[config.mk]
export PLATFORM = sky130hd
export DESIGN_NAME = record_slot_mapper_core
export DESIGN_NICKNAME = d
export VERILOG_FILES = /design/src/rtl/rsm_pkg.sv /design/src/rtl/rsm_ctrl.sv /design/src/rtl/rsm_dpath.sv /design/src/rtl/record_slot_mapper_core.sv
export SDC_FILE = /design/constraint.sdc
export NUM_CORES = 2
export LEC_CHECK = 0
export ABC_AREA = 1
export BUFFER_PORTS_ARGS = -buffer_cell sky130_fd_sc_hd__buf_2
export CAP_MARGIN = 20
export CORE_MARGIN = 3
export CORE_UTILIZATION = 50
export CTS_CLUSTER_SIZE = 8
export DETAILED_ROUTE_END_ITERATION = 8
export GPL_TIMING_DRIVEN = 1
export PLACE_DENSITY = 0.7
export SKIP_CTS_REPAIR_TIMING = 1
export SYNTH_ARGS = -nofsm -noshare
export SYNTH_HDL_FRONTEND = slang
export SYNTH_SLANG_ARGS = --single-unit
[constraint.sdc]
create_clock -name clk -period 26.8 [get_ports clk]
set_input_delay 5.36 -clock clk [delete_from_list [all_inputs] [get_ports clk]]
set_output_delay 5.36 -clock clk [all_outputs]
set_load 0.005 [all_outputs]
[src/rtl/rsm_pkg.sv]
// Shared types and codes of the record slot mapper.
// Used by rsm_ctrl, rsm_dpath and record_slot_mapper_core; depends on nothing.
package rsm_pkg;

  // One input item of the command channel.
  typedef struct packed {
    logic [1:0]  mode;
    logic [5:0]  record_number;
    logic [4:0]  bitmap_index;
    logic [63:0] bitmap_word;
  } rsm_in_t;

  // One result item.
  typedef struct packed {
    logic [3:0]  status;
    logic [11:0] sector;
    logic [9:0]  slot_in_sector;
    logic [5:0]  record_out;
  } rsm_out_t;

  // Configuration port.
  localparam int CFG_IDX_W  = 3;
  localparam int CFG_DATA_W = 10;

  localparam logic [CFG_IDX_W-1:0] CFG_RECS_PER_SECTOR = 3'd0;
  localparam logic [CFG_IDX_W-1:0] CFG_CAPACITY        = 3'd1;
  localparam logic [CFG_IDX_W-1:0] CFG_OPEN_MODE       = 3'd2;
  localparam logic [CFG_IDX_W-1:0] CFG_FILE_OPEN       = 3'd3;
  localparam logic [CFG_IDX_W-1:0] CFG_UPDATE_LOCK     = 3'd4;

  // Item operations.
  localparam logic [1:0] OP_LOAD   = 2'd0;
  localparam logic [1:0] OP_READ   = 2'd1;
  localparam logic [1:0] OP_ADD    = 2'd2;
  localparam logic [1:0] OP_DELETE = 2'd3;

  // File open modes.
  localparam logic [1:0] OM_READ       = 2'd0;
  localparam logic [1:0] OM_WRITE      = 2'd1;
  localparam logic [1:0] OM_READ_WRITE = 2'd2;
  localparam logic [1:0] OM_EXTEND     = 2'd3;

  // Result status codes.
  localparam logic [3:0] ST_OK       = 4'd0;
  localparam logic [3:0] ST_NOT_OPEN = 4'd1;
  localparam logic [3:0] ST_LOCKED   = 4'd2;
  localparam logic [3:0] ST_MODE     = 4'd3;
  localparam logic [3:0] ST_NO_REC   = 4'd4;
  localparam logic [3:0] ST_DELETED  = 4'd5;
  localparam logic [3:0] ST_FULL     = 4'd6;
  localparam logic [3:0] ST_EXTEND   = 4'd7;
  localparam logic [3:0] ST_BEYOND   = 4'd8;

  // Slot table entry codes. The spare code is never written and counts as live.
  localparam logic [1:0] SLOT_FREE    = 2'd0;
  localparam logic [1:0] SLOT_LIVE    = 2'd1;
  localparam logic [1:0] SLOT_DELETED = 2'd2;
  localparam logic [1:0] SLOT_SPARE   = 2'd3;

  // Commands from the controller to the datapath.
  typedef struct packed {
    logic load_in;
    logic check;
    logic rd_scan;
    logic scan_adv;
    logic scan_found;
    logic scan_full;
    logic div_init;
    logic div_step;
    logic word_adv;
    logic bit_load;
    logic bit_step;
    logic loc_ok;
    logic loc_fail;
  } rsm_cmd_t;

  // Status from the datapath to the controller.
  typedef struct packed {
    logic go_locate;
    logic go_scan;
    logic scan_end;
    logic scan_free;
    logic div_last;
    logic word_hit;
    logic word_last;
    logic bit_hit;
  } rsm_sts_t;

endpackage

[src/rtl/rsm_ctrl.sv]
// Sequencing state machine of the record slot mapper.
// Depends on rsm_pkg for the command and status structs.
module rsm_ctrl (
  input  logic              clk,
  input  logic              rst_n,
  input  logic              start,
  output logic              busy,
  output logic              out_valid,
  input  rsm_pkg::rsm_sts_t sts,
  output rsm_pkg::rsm_cmd_t cmd
);

  typedef enum logic [9:0] {
    S_IDLE  = 10'b0000000001,
    S_RD    = 10'b0000000010,
    S_CHECK = 10'b0000000100,
    S_SRD   = 10'b0000001000,
    S_SCHK  = 10'b0000010000,
    S_DIV   = 10'b0000100000,
    S_WRD   = 10'b0001000000,
    S_WCHK  = 10'b0010000000,
    S_BIT   = 10'b0100000000,
    S_DONE  = 10'b1000000000
  } state_t;

  state_t state_r, state_nxt;

  // State register.
  always_ff @(posedge clk) begin
    if (!rst_n) begin
      state_r <= S_IDLE;
    end else begin
      state_r <= state_nxt;
    end
  end

  // Next state and commands.
  always_comb begin
    state_nxt = state_r;
    cmd       = '0;
    unique case (state_r)
      S_IDLE: begin
        if (start) begin
          cmd.load_in = 1'b1;
          state_nxt   = S_RD;
        end
      end
      S_RD: begin
        state_nxt = S_CHECK;
      end
      S_CHECK: begin
        cmd.check = 1'b1;
        if (sts.go_locate) begin
          cmd.div_init = 1'b1;
          state_nxt    = S_DIV;
        end else if (sts.go_scan) begin
          state_nxt = S_SRD;
        end else begin
          state_nxt = S_DONE;
        end
      end
      S_SRD: begin
        cmd.rd_scan = 1'b1;
        state_nxt   = S_SCHK;
      end
      S_SCHK: begin
        if (sts.scan_end) begin
          cmd.scan_full = 1'b1;
          state_nxt     = S_DONE;
        end else if (sts.scan_free) begin
          cmd.scan_found = 1'b1;
          cmd.div_init   = 1'b1;
          state_nxt      = S_DIV;
        end else begin
          cmd.scan_adv = 1'b1;
          state_nxt    = S_SRD;
        end
      end
      S_DIV: begin
        cmd.div_step = 1'b1;
        if (sts.div_last) begin
          state_nxt = S_WRD;
        end
      end
      S_WRD: begin
        state_nxt = S_WCHK;
      end
      S_WCHK: begin
        if (sts.word_hit) begin
          cmd.bit_load = 1'b1;
          state_nxt    = S_BIT;
        end else if (sts.word_last) begin
          cmd.loc_fail = 1'b1;
          state_nxt    = S_DONE;
        end else begin
          cmd.word_adv = 1'b1;
          state_nxt    = S_WRD;
        end
      end
      S_BIT: begin
        if (sts.bit_hit) begin
          cmd.loc_ok = 1'b1;
          state_nxt  = S_DONE;
        end else begin
          cmd.bit_step = 1'b1;
        end
      end
      S_DONE: begin
        state_nxt = S_IDLE;
      end
      default: begin
        state_nxt = S_IDLE;
      end
    endcase
  end

  assign busy      = (state_r != S_IDLE);
  assign out_valid = (state_r == S_DONE);

endmodule

[src/rtl/rsm_dpath.sv]
// Datapath of the record slot mapper: configuration registers, slot table,
// cluster bitmap store, divider, bitmap scan and result registers. Uses rsm_pkg.
module rsm_dpath #(
  parameter int MAP_BITS  = 1600,
  parameter int MAX_SLOTS = 36
) (
  input  logic                            clk,
  input  logic                            rst_n,
  input  rsm_pkg::rsm_in_t                in_data,
  input  logic                            cfg_we,
  input  logic [rsm_pkg::CFG_IDX_W-1:0]   cfg_index,
  input  logic [rsm_pkg::CFG_DATA_W-1:0]  cfg_wdata,
  input  rsm_pkg::rsm_cmd_t               cmd,
  output rsm_pkg::rsm_sts_t               sts,
  output rsm_pkg::rsm_out_t               out_data
);

  localparam int MAP_WORDS = (MAP_BITS + 63) / 64;
  localparam int WIDX_W    = (MAP_WORDS > 1) ? $clog2(MAP_WORDS) : 1;
  localparam int SIDX_W    = (MAX_SLOTS > 1) ? $clog2(MAX_SLOTS) : 1;
  localparam int LAST_BITS = MAP_BITS - (MAP_WORDS - 1) * 64;
  localparam logic [63:0] LAST_MASK = {64{1'b1}} >> (64 - LAST_BITS);
  localparam int DIV_STEPS = 6;

  // Count of set bits in one bitmap word.
  function automatic logic [6:0] popcnt64(input logic [63:0] w);
    logic [6:0] n;
    n = '0;
    for (int k = 0; k < 64; k++) begin
      n = n + 7'(w[k]);
    end
    return n;
  endfunction

  // Configuration registers.
  logic [9:0] rps_r;
  logic [5:0] cap_r;
  logic [1:0] omode_r;
  logic       fopen_r;
  logic       lock_r;

  always_ff @(posedge clk) begin
    if (!rst_n) begin
      rps_r   <= 10'd1;
      cap_r   <= '0;
      omode_r <= rsm_pkg::OM_READ;
      fopen_r <= 1'b0;
      lock_r  <= 1'b0;
    end else if (cfg_we) begin
      unique case (cfg_index)
        rsm_pkg::CFG_RECS_PER_SECTOR: rps_r   <= cfg_wdata;
        rsm_pkg::CFG_CAPACITY:        cap_r   <= cfg_wdata[5:0];
        rsm_pkg::CFG_OPEN_MODE:       omode_r <= cfg_wdata[1:0];
        rsm_pkg::CFG_FILE_OPEN:       fopen_r <= cfg_wdata[0];
        rsm_pkg::CFG_UPDATE_LOCK:     lock_r  <= cfg_wdata[0];
        default: ;
      endcase
    end
  end

  // Item register, taken at the transfer.
  rsm_pkg::rsm_in_t in_r;

  always_ff @(posedge clk) begin
    if (cmd.load_in) begin
      in_r <= in_data;
    end
  end

  // Scan and search registers.
  logic [6:0]        scan_idx_r;
  logic [WIDX_W-1:0] w_r;
  logic [5:0]        cnt_r;

  // Slot table: memory with a valid bit per entry; an invalid entry reads as free.
  logic [1:0]           slot_mem [MAX_SLOTS];
  logic [MAX_SLOTS-1:0] slot_vld_r;
  logic [1:0]           slot_rd_r;
  logic                 slot_rd_vld_r;
  logic [SIDX_W-1:0]    slot_rd_addr;
  logic [SIDX_W-1:0]    slot_wr_addr;
  logic [1:0]           slot_wr_data;
  logic                 slot_we;
  logic [1:0]           slot_st;
  logic                 del_ok;

  assign slot_rd_addr = cmd.rd_scan ? SIDX_W'(scan_idx_r) : SIDX_W'(in_r.record_number);
  assign slot_we      = (cmd.check && del_ok) || cmd.scan_found;
  assign slot_wr_addr = cmd.scan_found ? SIDX_W'(scan_idx_r) : SIDX_W'(in_r.record_number);
  assign slot_wr_data = cmd.scan_found ? rsm_pkg::SLOT_LIVE : rsm_pkg::SLOT_DELETED;

  always_ff @(posedge clk) begin
    slot_rd_r     <= slot_mem[slot_rd_addr];
    slot_rd_vld_r <= slot_vld_r[slot_rd_addr];
    if (slot_we) begin
      slot_mem[slot_wr_addr] <= slot_wr_data;
    end
  end

  always_ff @(posedge clk) begin
    if (!rst_n) begin
      slot_vld_r <= '0;
    end else if (slot_we) begin
      slot_vld_r[slot_wr_addr] <= 1'b1;
    end
  end

  assign slot_st = slot_rd_vld_r ? slot_rd_r : rsm_pkg::SLOT_FREE;

  // Cluster bitmap store, one word per entry, invalid words read as zero.
  logic [63:0]          map_mem [MAP_WORDS];
  logic [MAP_WORDS-1:0] map_vld_r;
  logic [63:0]          map_rd_r;
  logic                 map_rd_vld_r;
  logic                 map_we;
  logic [WIDX_W-1:0]    map_wr_addr;

  assign map_we      = cmd.check && (in_r.mode == rsm_pkg::OP_LOAD) &&
                       (int'(in_r.bitmap_index) < MAP_WORDS);
  assign map_wr_addr = WIDX_W'(in_r.bitmap_index);

  always_ff @(posedge clk) begin
    map_rd_r     <= map_mem[w_r];
    map_rd_vld_r <= map_vld_r[w_r];
    if (map_we) begin
      map_mem[map_wr_addr] <= in_r.bitmap_word;
    end
  end

  always_ff @(posedge clk) begin
    if (!rst_n) begin
      map_vld_r <= '0;
    end else if (map_we) begin
      map_vld_r[map_wr_addr] <= 1'b1;
    end
  end

  // Live slot count.
  logic [5:0] live_r;

  // Admission checks, in the order the operations demand.
  logic [3:0] chk_status;
  logic       go_locate;
  logic       go_scan;
  logic       rec_in;
  logic       slot_live;

  assign rec_in    = int'(in_r.record_number) < MAX_SLOTS;
  assign slot_live = (slot_st == rsm_pkg::SLOT_LIVE) || (slot_st == rsm_pkg::SLOT_SPARE);

  always_comb begin
    chk_status = rsm_pkg::ST_OK;
    go_locate  = 1'b0;
    go_scan    = 1'b0;
    del_ok     = 1'b0;
    unique case (in_r.mode)
      rsm_pkg::OP_LOAD: begin
        chk_status = rsm_pkg::ST_OK;
      end
      rsm_pkg::OP_READ: begin
        priority if (!fopen_r) begin
          chk_status = rsm_pkg::ST_NOT_OPEN;
        end else if (!rec_in || !slot_live) begin
          chk_status = rsm_pkg::ST_NO_REC;
        end else if (lock_r) begin
          chk_status = rsm_pkg::ST_LOCKED;
        end else if ((omode_r == rsm_pkg::OM_WRITE) || (omode_r == rsm_pkg::OM_EXTEND)) begin
          chk_status = rsm_pkg::ST_MODE;
        end else begin
          go_locate = 1'b1;
        end
      end
      rsm_pkg::OP_ADD: begin
        priority if (!fopen_r) begin
          chk_status = rsm_pkg::ST_NOT_OPEN;
        end else if ((omode_r == rsm_pkg::OM_READ) || (omode_r == rsm_pkg::OM_EXTEND)) begin
          chk_status = rsm_pkg::ST_MODE;
        end else if (int'(live_r) == MAX_SLOTS) begin
          chk_status = rsm_pkg::ST_FULL;
        end else if (live_r == cap_r) begin
          chk_status = rsm_pkg::ST_EXTEND;
        end else begin
          go_scan = 1'b1;
        end
      end
      rsm_pkg::OP_DELETE: begin
        priority if (lock_r) begin
          chk_status = rsm_pkg::ST_LOCKED;
        end else if ((omode_r != rsm_pkg::OM_WRITE) &&
                     (omode_r != rsm_pkg::OM_READ_WRITE)) begin
          chk_status = rsm_pkg::ST_MODE;
        end else if (!rec_in || (slot_st == rsm_pkg::SLOT_FREE)) begin
          chk_status = rsm_pkg::ST_NO_REC;
        end else if (slot_st == rsm_pkg::SLOT_DELETED) begin
          chk_status = rsm_pkg::ST_DELETED;
        end else begin
          del_ok = 1'b1;
        end
      end
      default: begin
        chk_status = rsm_pkg::ST_OK;
      end
    endcase
  end

  // Restoring divider: one quotient bit per step gives rec / rps and rec % rps.
  logic [5:0]  dq_r;
  logic [9:0]  rem_r;
  logic [2:0]  div_cnt_r;
  logic [9:0]  rps_eff;
  logic [5:0]  dividend;
  logic [10:0] rem_sh;
  logic [10:0] rem_dif;
  logic        div_ge;

  assign rps_eff  = (rps_r == '0) ? 10'd1 : rps_r;
  assign dividend = (in_r.mode == rsm_pkg::OP_ADD) ? 6'(scan_idx_r) : in_r.record_number;
  assign rem_sh   = {rem_r, dq_r[5]};
  assign rem_dif  = rem_sh - {1'b0, rps_eff};
  assign div_ge   = rem_sh >= {1'b0, rps_eff};

  always_ff @(posedge clk) begin
    if (cmd.div_init) begin
      dq_r      <= dividend;
      rem_r     <= '0;
      div_cnt_r <= '0;
    end else if (cmd.div_step) begin
      dq_r      <= {dq_r[4:0], div_ge};
      rem_r     <= div_ge ? rem_dif[9:0] : rem_sh[9:0];
      div_cnt_r <= div_cnt_r + 3'd1;
    end
  end

  // Bitmap scan: whole words first, then bit by bit inside the word that holds the target.
  logic [6:0]  sec_num;
  logic [5:0]  target;
  logic        sec_odd;
  logic        w_last;
  logic [63:0] word_m;
  logic [6:0]  word_pop;
  logic [7:0]  cnt_sum;
  logic        word_hit;
  logic [63:0] sh_r;
  logic [5:0]  bit_rem_r;
  logic [5:0]  bitpos_r;
  logic        bit_hit;

  assign sec_num  = 7'(dq_r) + 7'd1;
  assign target   = sec_num[6:1];
  assign sec_odd  = sec_num[0];
  assign w_last   = (int'(w_r) == MAP_WORDS - 1);
  assign word_m   = (map_rd_vld_r ? map_rd_r : 64'd0) & (w_last ? LAST_MASK : {64{1'b1}});
  assign word_pop = popcnt64(word_m);
  assign cnt_sum  = 8'(cnt_r) + 8'(word_pop);
  assign word_hit = cnt_sum > 8'(target);
  assign bit_hit  = sh_r[0] && (bit_rem_r == '0);

  always_ff @(posedge clk) begin
    if (cmd.check) begin
      scan_idx_r <= '0;
      w_r        <= '0;
      cnt_r      <= '0;
    end else begin
      if (cmd.scan_adv) begin
        scan_idx_r <= scan_idx_r + 7'd1;
      end
      if (cmd.word_adv) begin
        cnt_r <= cnt_sum[5:0];
        w_r   <= w_r + WIDX_W'(1);
      end
    end
    if (cmd.bit_load) begin
      sh_r      <= word_m;
      bit_rem_r <= target - cnt_r;
      bitpos_r  <= '0;
    end else if (cmd.bit_step) begin
      if (sh_r[0]) begin
        bit_rem_r <= bit_rem_r - 6'd1;
      end
      sh_r     <= {1'b0, sh_r[63:1]};
      bitpos_r <= bitpos_r + 6'd1;
    end
  end

  // Live count follows deletions and successful adds.
  always_ff @(posedge clk) begin
    if (!rst_n) begin
      live_r <= '0;
    end else if (cmd.check && del_ok) begin
      if (live_r != '0) begin
        live_r <= live_r - 6'd1;
      end
    end else if (cmd.loc_ok && (in_r.mode == rsm_pkg::OP_ADD)) begin
      live_r <= live_r + 6'd1;
    end
  end

  // Result registers.
  logic [3:0]  status_r;
  logic [11:0] sector_r;
  logic [9:0]  slot_r;
  logic [5:0]  recout_r;

  always_ff @(posedge clk) begin
    if (cmd.check) begin
      status_r <= chk_status;
      sector_r <= '0;
      slot_r   <= '0;
      recout_r <= in_r.record_number;
    end else begin
      if (cmd.scan_full) begin
        status_r <= rsm_pkg::ST_FULL;
      end
      if (cmd.scan_found) begin
        recout_r <= 6'(scan_idx_r);
      end
      if (cmd.loc_fail) begin
        status_r <= rsm_pkg::ST_BEYOND;
      end
      if (cmd.loc_ok) begin
        status_r <= rsm_pkg::ST_OK;
        sector_r <= 12'({w_r, bitpos_r, sec_odd});
        slot_r   <= rem_r;
      end
    end
  end

  assign out_data.status         = status_r;
  assign out_data.sector         = sector_r;
  assign out_data.slot_in_sector = slot_r;
  assign out_data.record_out     = recout_r;

  // Status to the controller.
  assign sts.go_locate = go_locate;
  assign sts.go_scan   = go_scan;
  assign sts.scan_end  = !((int'(scan_idx_r) < MAX_SLOTS) && (scan_idx_r < 7'(cap_r)));
  assign sts.scan_free = (slot_st == rsm_pkg::SLOT_FREE);
  assign sts.div_last  = (div_cnt_r == 3'(DIV_STEPS - 1));
  assign sts.word_hit  = word_hit;
  assign sts.word_last = w_last;
  assign sts.bit_hit   = bit_hit;

endmodule

[src/rtl/record_slot_mapper_core.sv]
// Record slot mapper top level: one item at a time. A bitmap load or a rejected item gives
// its result strobe once checked; a read also divides, reads and counts the bitmap words in
// turn up to the word holding the cluster, then walks that word bit by bit; an add first
// searches the slot table, reading and checking one slot after another. start is taken
// again in the cycle after the strobe; results cannot be held off. Synchronous reset clears
// configuration, slot table, bitmap, live count.
module record_slot_mapper_core #(
  parameter int MAP_BITS  = 1600,
  parameter int MAX_SLOTS = 36
) (
  input  logic                            clk,
  input  logic                            rst_n,
  input  logic                            start,
  output logic                            busy,
  input  rsm_pkg::rsm_in_t                in_data,
  output logic                            out_valid,
  output rsm_pkg::rsm_out_t               out_data,
  input  logic                            cfg_we,
  input  logic [rsm_pkg::CFG_IDX_W-1:0]   cfg_index,
  input  logic [rsm_pkg::CFG_DATA_W-1:0]  cfg_wdata
);

  rsm_pkg::rsm_cmd_t cmd;
  rsm_pkg::rsm_sts_t sts;

  // Sequencer.
  rsm_ctrl u_ctrl (
    .clk       (clk),
    .rst_n     (rst_n),
    .start     (start),
    .busy      (busy),
    .out_valid (out_valid),
    .sts       (sts),
    .cmd       (cmd)
  );

  // Storage and arithmetic.
  rsm_dpath #(
    .MAP_BITS  (MAP_BITS),
    .MAX_SLOTS (MAX_SLOTS)
  ) u_dpath (
    .clk       (clk),
    .rst_n     (rst_n),
    .in_data   (in_data),
    .cfg_we    (cfg_we),
    .cfg_index (cfg_index),
    .cfg_wdata (cfg_wdata),
    .cmd       (cmd),
    .sts       (sts),
    .out_data  (out_data)
  );

`ifndef NO_ASSERTIONS
  // A transfer always starts work.
  a_start_busy: assert property (@(posedge clk) disable iff (!rst_n)
    (start && !busy) |=> busy)
    else $error("transfer did not start work");

  // A result strobe lasts one cycle and only ends an item in flight.
  a_strobe_once: assert property (@(posedge clk) disable iff (!rst_n)
    out_valid |-> busy ##1 !out_valid)
    else $error("result strobe held or outside an item");

  // A failed item carries no location.
  a_fail_no_loc: assert property (@(posedge clk) disable iff (!rst_n)
    (out_valid && (out_data.status != rsm_pkg::ST_OK)) |->
      ((out_data.sector == '0) && (out_data.slot_in_sector == '0)))
    else $error("location given with a failure status");
`endif

endmodule
# Yosys cells after proc, flatten, opt, wreduce, memory -nomap -nowiden
# Memories as Yosys holds them, arrays and structs flattened. A register that Yosys moved wholly into a read port is not among the register bits.
# Cells that the tools add are included.
# Widths: inputs -> output; s select.
[word_totals]
register_bits = 321
ram_bits = 1672
input_bits = 94
elab_cells = 286
mem_count = 2
[memory_table]
columns = ["name", "words", "word_bits", "read_ports", "rd_clocked_by_memory_dff", "wr", "line_no", "rtl"]
rows = [
  ["u_dpath.map_mem", 25, 64, 1, 1, 1, "rsm_dpath.sv:111", "logic [63:0] map_mem [MAP_WORDS];"],
  ["u_dpath.slot_mem", 36, 2, 1, 1, 1, "rsm_dpath.sv:76", "logic [1:0] slot_mem [MAX_SLOTS];"],
]
[op_classes]
addsub = 74
order_cmp = 12
n_eq_ne = 33
muxes = 97
bitwise = 2
n_reduce_logical = 38
[op_table]
columns = ["operator", "count"]
rows = [
  ["$add 7x1->7", 62],
  ["$mux 64", 3],
  ["$mux 10", 10],
  ["$pmux 10 s9", 1],
  ["$mux 6", 14],
  ["$mux 4", 13],
  ["$mux 1", 41],
  ["$or 36x36->36", 1],
  ["$or 25x25->25", 1],
  ["$pmux 4 s4", 1],
  ["$lt 6x7->1 const B", 2],
  ["$reduce_and 2->1", 7],
  ["$add 6x1->6 const B", 2],
  ["$lt 5x6->1 const B", 2],
  ["$mux 2", 6],
  ["$sub 6x1->6 const B", 2],
  ["$ge 11x10->1", 1],
  ["$eq 10x1->1 const B", 1],
  ["$eq 10x10->1 const B", 1],
  ["$eq 10x2->1 const B", 1],
  ["$eq 10x3->1 const B", 1],
  ["$eq 10x4->1 const B", 1],
  ["$eq 10x5->1 const B", 1],
  ["$eq 10x6->1 const B", 1],
  ["other kinds (46)", 80],
]

# Logic depth before layout (Yosys ltp)
[depth]
depth_word = 71
mapped_depth = 40
depth_no_buf = 36

# By module
# A second synthesis with hierarchy kept.
[hier_totals]
hier_cells = 6942
area_unflattened_um2 = 83791.6
[modules_own_cells]
columns = ["mod", "instances", "cells_per_inst", "area_each_um2", "seq_area_each_um2"]
rows = [
  ["rsm_dpath", 1, 6813, 82995.8, 59387.0],
  ["rsm_ctrl", 1, 129, 795.8, 200.2],
]

# Worst setup path before layout
# No wires, ideal clock.
[synth_path]
path_type = "flip-flop to flip-flop"
start = "register u_dpath.map_rd_vld_r"
end = "register u_dpath.sh_r[0], enable pin"
setup_time_ns = 0.424
arrival_time_ns = 9.378
t_required_ns = 26.376
path_slack_ns = 16.999
stages_incl_launch_ff = 38
n_path_buf = 4
synth_period_minus_slack_ns = 9.801
cell_sequence = "dfxtp_1 -> clkbuf_1 -> clkbuf_1 -> nand2_1 -> fa_1 -> inv_1 -> fa_1 -> inv_1 -> fa_1 -> inv_1 -> fa_1 -> inv_1 -> fa_1 -> inv_1 -> fa_1 -> fa_1 -> fa_1 -> inv_1 -> [... 2 more ...] -> fa_1 -> a21oi_1 -> xnor2_1 -> ha_1 -> nand2_1 -> inv_1 -> nand3_1 -> nand3_1 -> xor2_1 -> ha_1 -> nand2_1 -> o211ai_1 -> nand2_2 -> nor2_4 -> inv_2 -> buf_2 -> buf_2 -> nand2_1"
[synth_via]
elab_chain_cells = 69
[synth_rtl]
columns = ["element", "line_no", "rtl"]
rows = [
  ["start: declaration", "rsm_dpath.sv:114", "logic map_rd_vld_r;"],
  ["start signal: assignment", "rsm_dpath.sv:124", "map_rd_vld_r <= map_vld_r[w_r];"],
  ["$mux 64 (*)", "rsm_dpath.sv:252", "assign word_m = (map_rd_vld_r ? map_rd_r : 64'd0) & (w_last ? LAST_MASK : {64{1'b1}});"],
  ["$add 1x1->2", "rsm_dpath.sv:30", "n = n + 7'(w[k]);"],
  ["$add 7x1->7 (61 in series)", "rsm_dpath.sv:30", ""],
  ["$add 7x1->7 (*)", "rsm_dpath.sv:30", ""],
  ["$add 6x7->8 (*)", "rsm_dpath.sv:254", "assign cnt_sum = 8'(cnt_r) + 8'(word_pop);"],
  ["via u_dpath.cnt_sum[5]", "rsm_dpath.sv:241", "logic [7:0] cnt_sum;"],
  ["$gt 8x6->1 (*)", "rsm_dpath.sv:255", "assign word_hit = cnt_sum > 8'(target);"],
  ["$mux 1 (*)", "rsm_ctrl.sv:89", "if (sts.word_hit) begin"],
  ["$mux 2 (*)", "rsm_ctrl.sv:41", "unique case (state_r)"],
  ["$reduce_bool 2->1 (no source line) (*)", "-", ""],
  ["end signal: assignment", "rsm_dpath.sv:273", "sh_r <= word_m;"],
  ["end signal: assignment", "rsm_dpath.sv:280", "sh_r <= {1'b0, sh_r[63:1]};"],
  ["end: declaration", "rsm_dpath.sv:243", "logic [63:0] sh_r;"],
]
# Mark *: on every way through the listed nets, which the timed path passes. The rest lies on a longest branch.
# A chain may end at the register's enable or synchronous reset.

# Worst setup path in the final report
[layout_path]
start = "register u_dpath.map_rd_vld_r"
end = "register u_dpath.sh_r[14], data pin"
[layout_via]
elab_chain_cells = 69
[layout_rtl]
columns = ["element", "line_no", "rtl"]
rows = [
  ["$mux 64 (*)", "rsm_dpath.sv:252", ""],
  ["$add 1x1->2", "rsm_dpath.sv:30", ""],
  ["$add 7x1->7 (61 in series)", "rsm_dpath.sv:30", ""],
  ["$add 7x1->7 (*)", "rsm_dpath.sv:30", ""],
  ["$add 6x7->8 (*)", "rsm_dpath.sv:254", ""],
  ["via u_dpath.cnt_sum[3]", "rsm_dpath.sv:241", ""],
  ["$gt 8x6->1 (*)", "rsm_dpath.sv:255", ""],
  ["$mux 1 (*)", "rsm_ctrl.sv:89", ""],
  ["$mux 2 (*)", "rsm_ctrl.sv:41", ""],
  ["$mux 64 (*)", "rsm_dpath.sv:272", "if (cmd.bit_load) begin"],
]
# Marks and branches as above.

==> out/summary.txt <==
Power Density: 104.0 nW/um^2
largest fanout on the critical path: 120
Iter 0 DRT Violations: 7,507
pin count of the biggest net entering global routing: 212
max cap viols: 0
Synth Cell Area: 83,050 sq um
fin nets: 7,096
pre-CTS setup slack: 16,470 ps
Reg2Reg Setup Slack: 17,190 ps
worst-margin pin slew: 1145 ps
worst vdd rail ir drop: 300.5 uV
Post-DRT Antenna Nets: 0
Die Ht: 413.6 um
vias in the first global route: 52,960
sequential fraction of the synthesis area: 71.74%
path depth of the worst reg2reg path: 36
TritonCTS clock tree: done
Layout Utilization: 57.48%
total core area: 163,900 sq um
CP Launch Type: flip-flop
P_leak: 33.07 nW
register bit total from synthesis: 2,059
Post-synth EDFFs: 1,835
port bufs: 127
most frequent cells in the layout: edfxtp_1 (1,835), o21ai_0 (1,060), nor2_1 (968)
first-pass GRT wire length: 327.2 mm
worst rel slew slack: 23.66%
DP Wirelength: 112.3 mm
WL per Instance: 23.98 um
Initial Util: 50.68%
Final Critical Period: 9606 ps
GPL Wtd Cong: 0.8731
Worst Path Required: 27,390 ps
Max Slew Vio Count: 0
Final WS setup: 17,190 ps
Post-synth ARST share: 0%
Mapped Cells: 6,764
Final Power: 9.797 mW
syn_nets: 6,978
post-synthesis cell type count: 51
layout cells sized above 1: 9.640%
outcome: finished clean
routed via count: 55,140
crit-path max cell delay: 570 ps
grt total ovfl: 0
die area: 171,000 sq um
worst-skew pair later-pin latency: 910 ps
WL final: 219.9 mm
vias per inst: 6.013
# clock sinks: 2,059
Slowest cell on crit path: fa_1
Worst Hold Class: flip-flop to flip-flop
DRT Pass-1 Iters: 6
min-delay src: u_dpath.slot_vld_r[33]
crit path capture type: flip-flop
arrival time worst endpoint: 10,200 ps
Synth Area per Inst: 12.28 sq um
fmax: 104.1 MHz
clk buf depth: 4
clk root buf: clkbuf_16
Crit path top cell by count: fa_1
Hold Fails Final Rpt: 0
initial antenna violation count: 6
clock-pin slew on the worst setup and hold paths: 50 ps
Setup crit end: u_dpath.sh_r[14]
final setup TNS: 0 ps
H-tree levels: 5
I/O pin count: 128
warning count from the yosys run: 0
WHS: 447.3 ps
RSZ-0062 raised after global routing: no
Num CTS Buffers: 307
endpoints failing setup: 0
most common cell after layout, fill and taps aside: edfxtp_1
die width: 413.6 um
worst setup path start: u_dpath.map_rd_vld_r
GR Util All Layers: 25.31%
Site Rows: 148
Reg2Reg Capture Point: u_dpath.sh_r[14]
r2r startpoint: u_dpath.map_rd_vld_r
final period utilization: 35.84%
Top FF cell, synth: edfxtp_1
clock skew: 70.96 ps
Area Growth Syn to Fin: 13.42%
crit path kind: flip-flop to flip-flop
DRC Markers: 0
==> flip-flops by register name, summed over array words and instances, names as in the netlist, 7 cells and up <==
register and flops:
u_dpath.slot_mem 72, u_dpath.rem_r 10, u_dpath.map_rd_r 64, u_dpath.slot_vld_r 36
u_dpath.slot_r 10, u_dpath.rps_r 10, u_dpath.in_r 72, u_dpath.map_mem 1600
u_dpath.scan_idx_r 7, u_ctrl.state_r 10, u_dpath.sector_r 12, u_dpath.sh_r 64
u_dpath.map_vld_r 25
==> layout make-up <==
class / instances / area (sq um)
Tap cell: 2175 / 2721
Inverter: 366 / 1404
Fill cell: 12710 / 69680
Timing Repair Buffer: 217 / 1406
Sequential cell: 2059 / 59600
Antenna cell: 3 / 7.507
Multi-Input combinational cell: 3931 / 20690
Clock inverter: 2 / 17.52
Clock buffer: 417 / 8351
==> layer usage <==
layer	part of all wire (%)	track usage (%)	wire length [um]	up-vias
met4	3.7	10.30	8129	4
met3	9.8	4.392	21640	550
met1	40	34.92	87120	27010
met5	0.012	0	27	-
met2	47	40.05	103000	2995
li1	-	-	-	24580
==> power by group <==
part / switching (mW) / internal [mW]
logic: 1.72 / 0.888
clock network: 1.27 / 2.12
registers: 0.151 / 3.64
total: 3.14 / 6.66
==> cells in the mapped netlist, types with 12 or more instances <==
master	n	area [sq um]
edfxtp_1	1835	55100
o21ai_0	1060	5305
nor2_1	994	3731
nand2_1	693	2601
inv_1	340	1276
clkbuf_1	339	1272
o22ai_1	304	1902
dfxtp_1	224	4484
nand3_1	212	1061
a21oi_1	119	595.6
o221ai_1	89	779.5
o211ai_1	79	593.1
ha_1	62	775.7
fa_1	58	1161
nand4_1	56	350.3
buf_2	48	240.2
nor3_1	26	130.1
o21a_1	26	195.2
inv_2	24	90.09
xor2_1	24	210.2
nor2_2	17	106.4
buf_1	16	60.06
nand2_2	15	93.84
xnor2_1	14	122.6
nor2_4	12	135.1
o21ai_1	12	60.06
==> kinds of logic (layout without fill, tap and decap cells) <==
kind of cell	Yosys count	after routing	synth area share (%)
fa+ha+maj	120	120	2.332
compound gates	1716	1716	11.68
mux	1	1	0.01205
flops	2059	2059	71.74
buf+inv	774	1002	3.602
simple gates	2056	2056	10.23
xor+xnor	38	38	0.4007
other cells	0	3	0
==> through the flow <==
step | instance area, sq um | cells
6_report | 94200 | 9170
5_1_grt | 94190 | 9167
4_1_cts | 94170 | 9166
3_5_place_dp | 85800 | 8747
3_3_place_gp | 85780 | 8746
2_1_floorplan | 83050 | 6764
==> worst min path at each step <==
stage,to,slack [ps],cells after the start
finish,u_dpath.slot_vld_r[33],450,2
global route,u_dpath.slot_vld_r[33],460,2
CTS,u_dpath.slot_vld_r[33],450,2
detailed placement,u_dpath.slot_vld_r[33],440,2
global placement,u_dpath.slot_vld_r[34],430,2
floorplan,u_dpath.slot_vld_r[33],430,2
==> critical path: cells and delay by family (launching register included) <==
kind	cells	cell delay, ps
AND/OR/NAND/NOR	7	900
XOR/XNOR	2	380
adder cells (fa/ha/maj)	12	5230
buffers and inverters	11	1660
AO/OA/AOI/OAI	4	700
flip-flops	1	310
(Power assumes the default switching activity.)
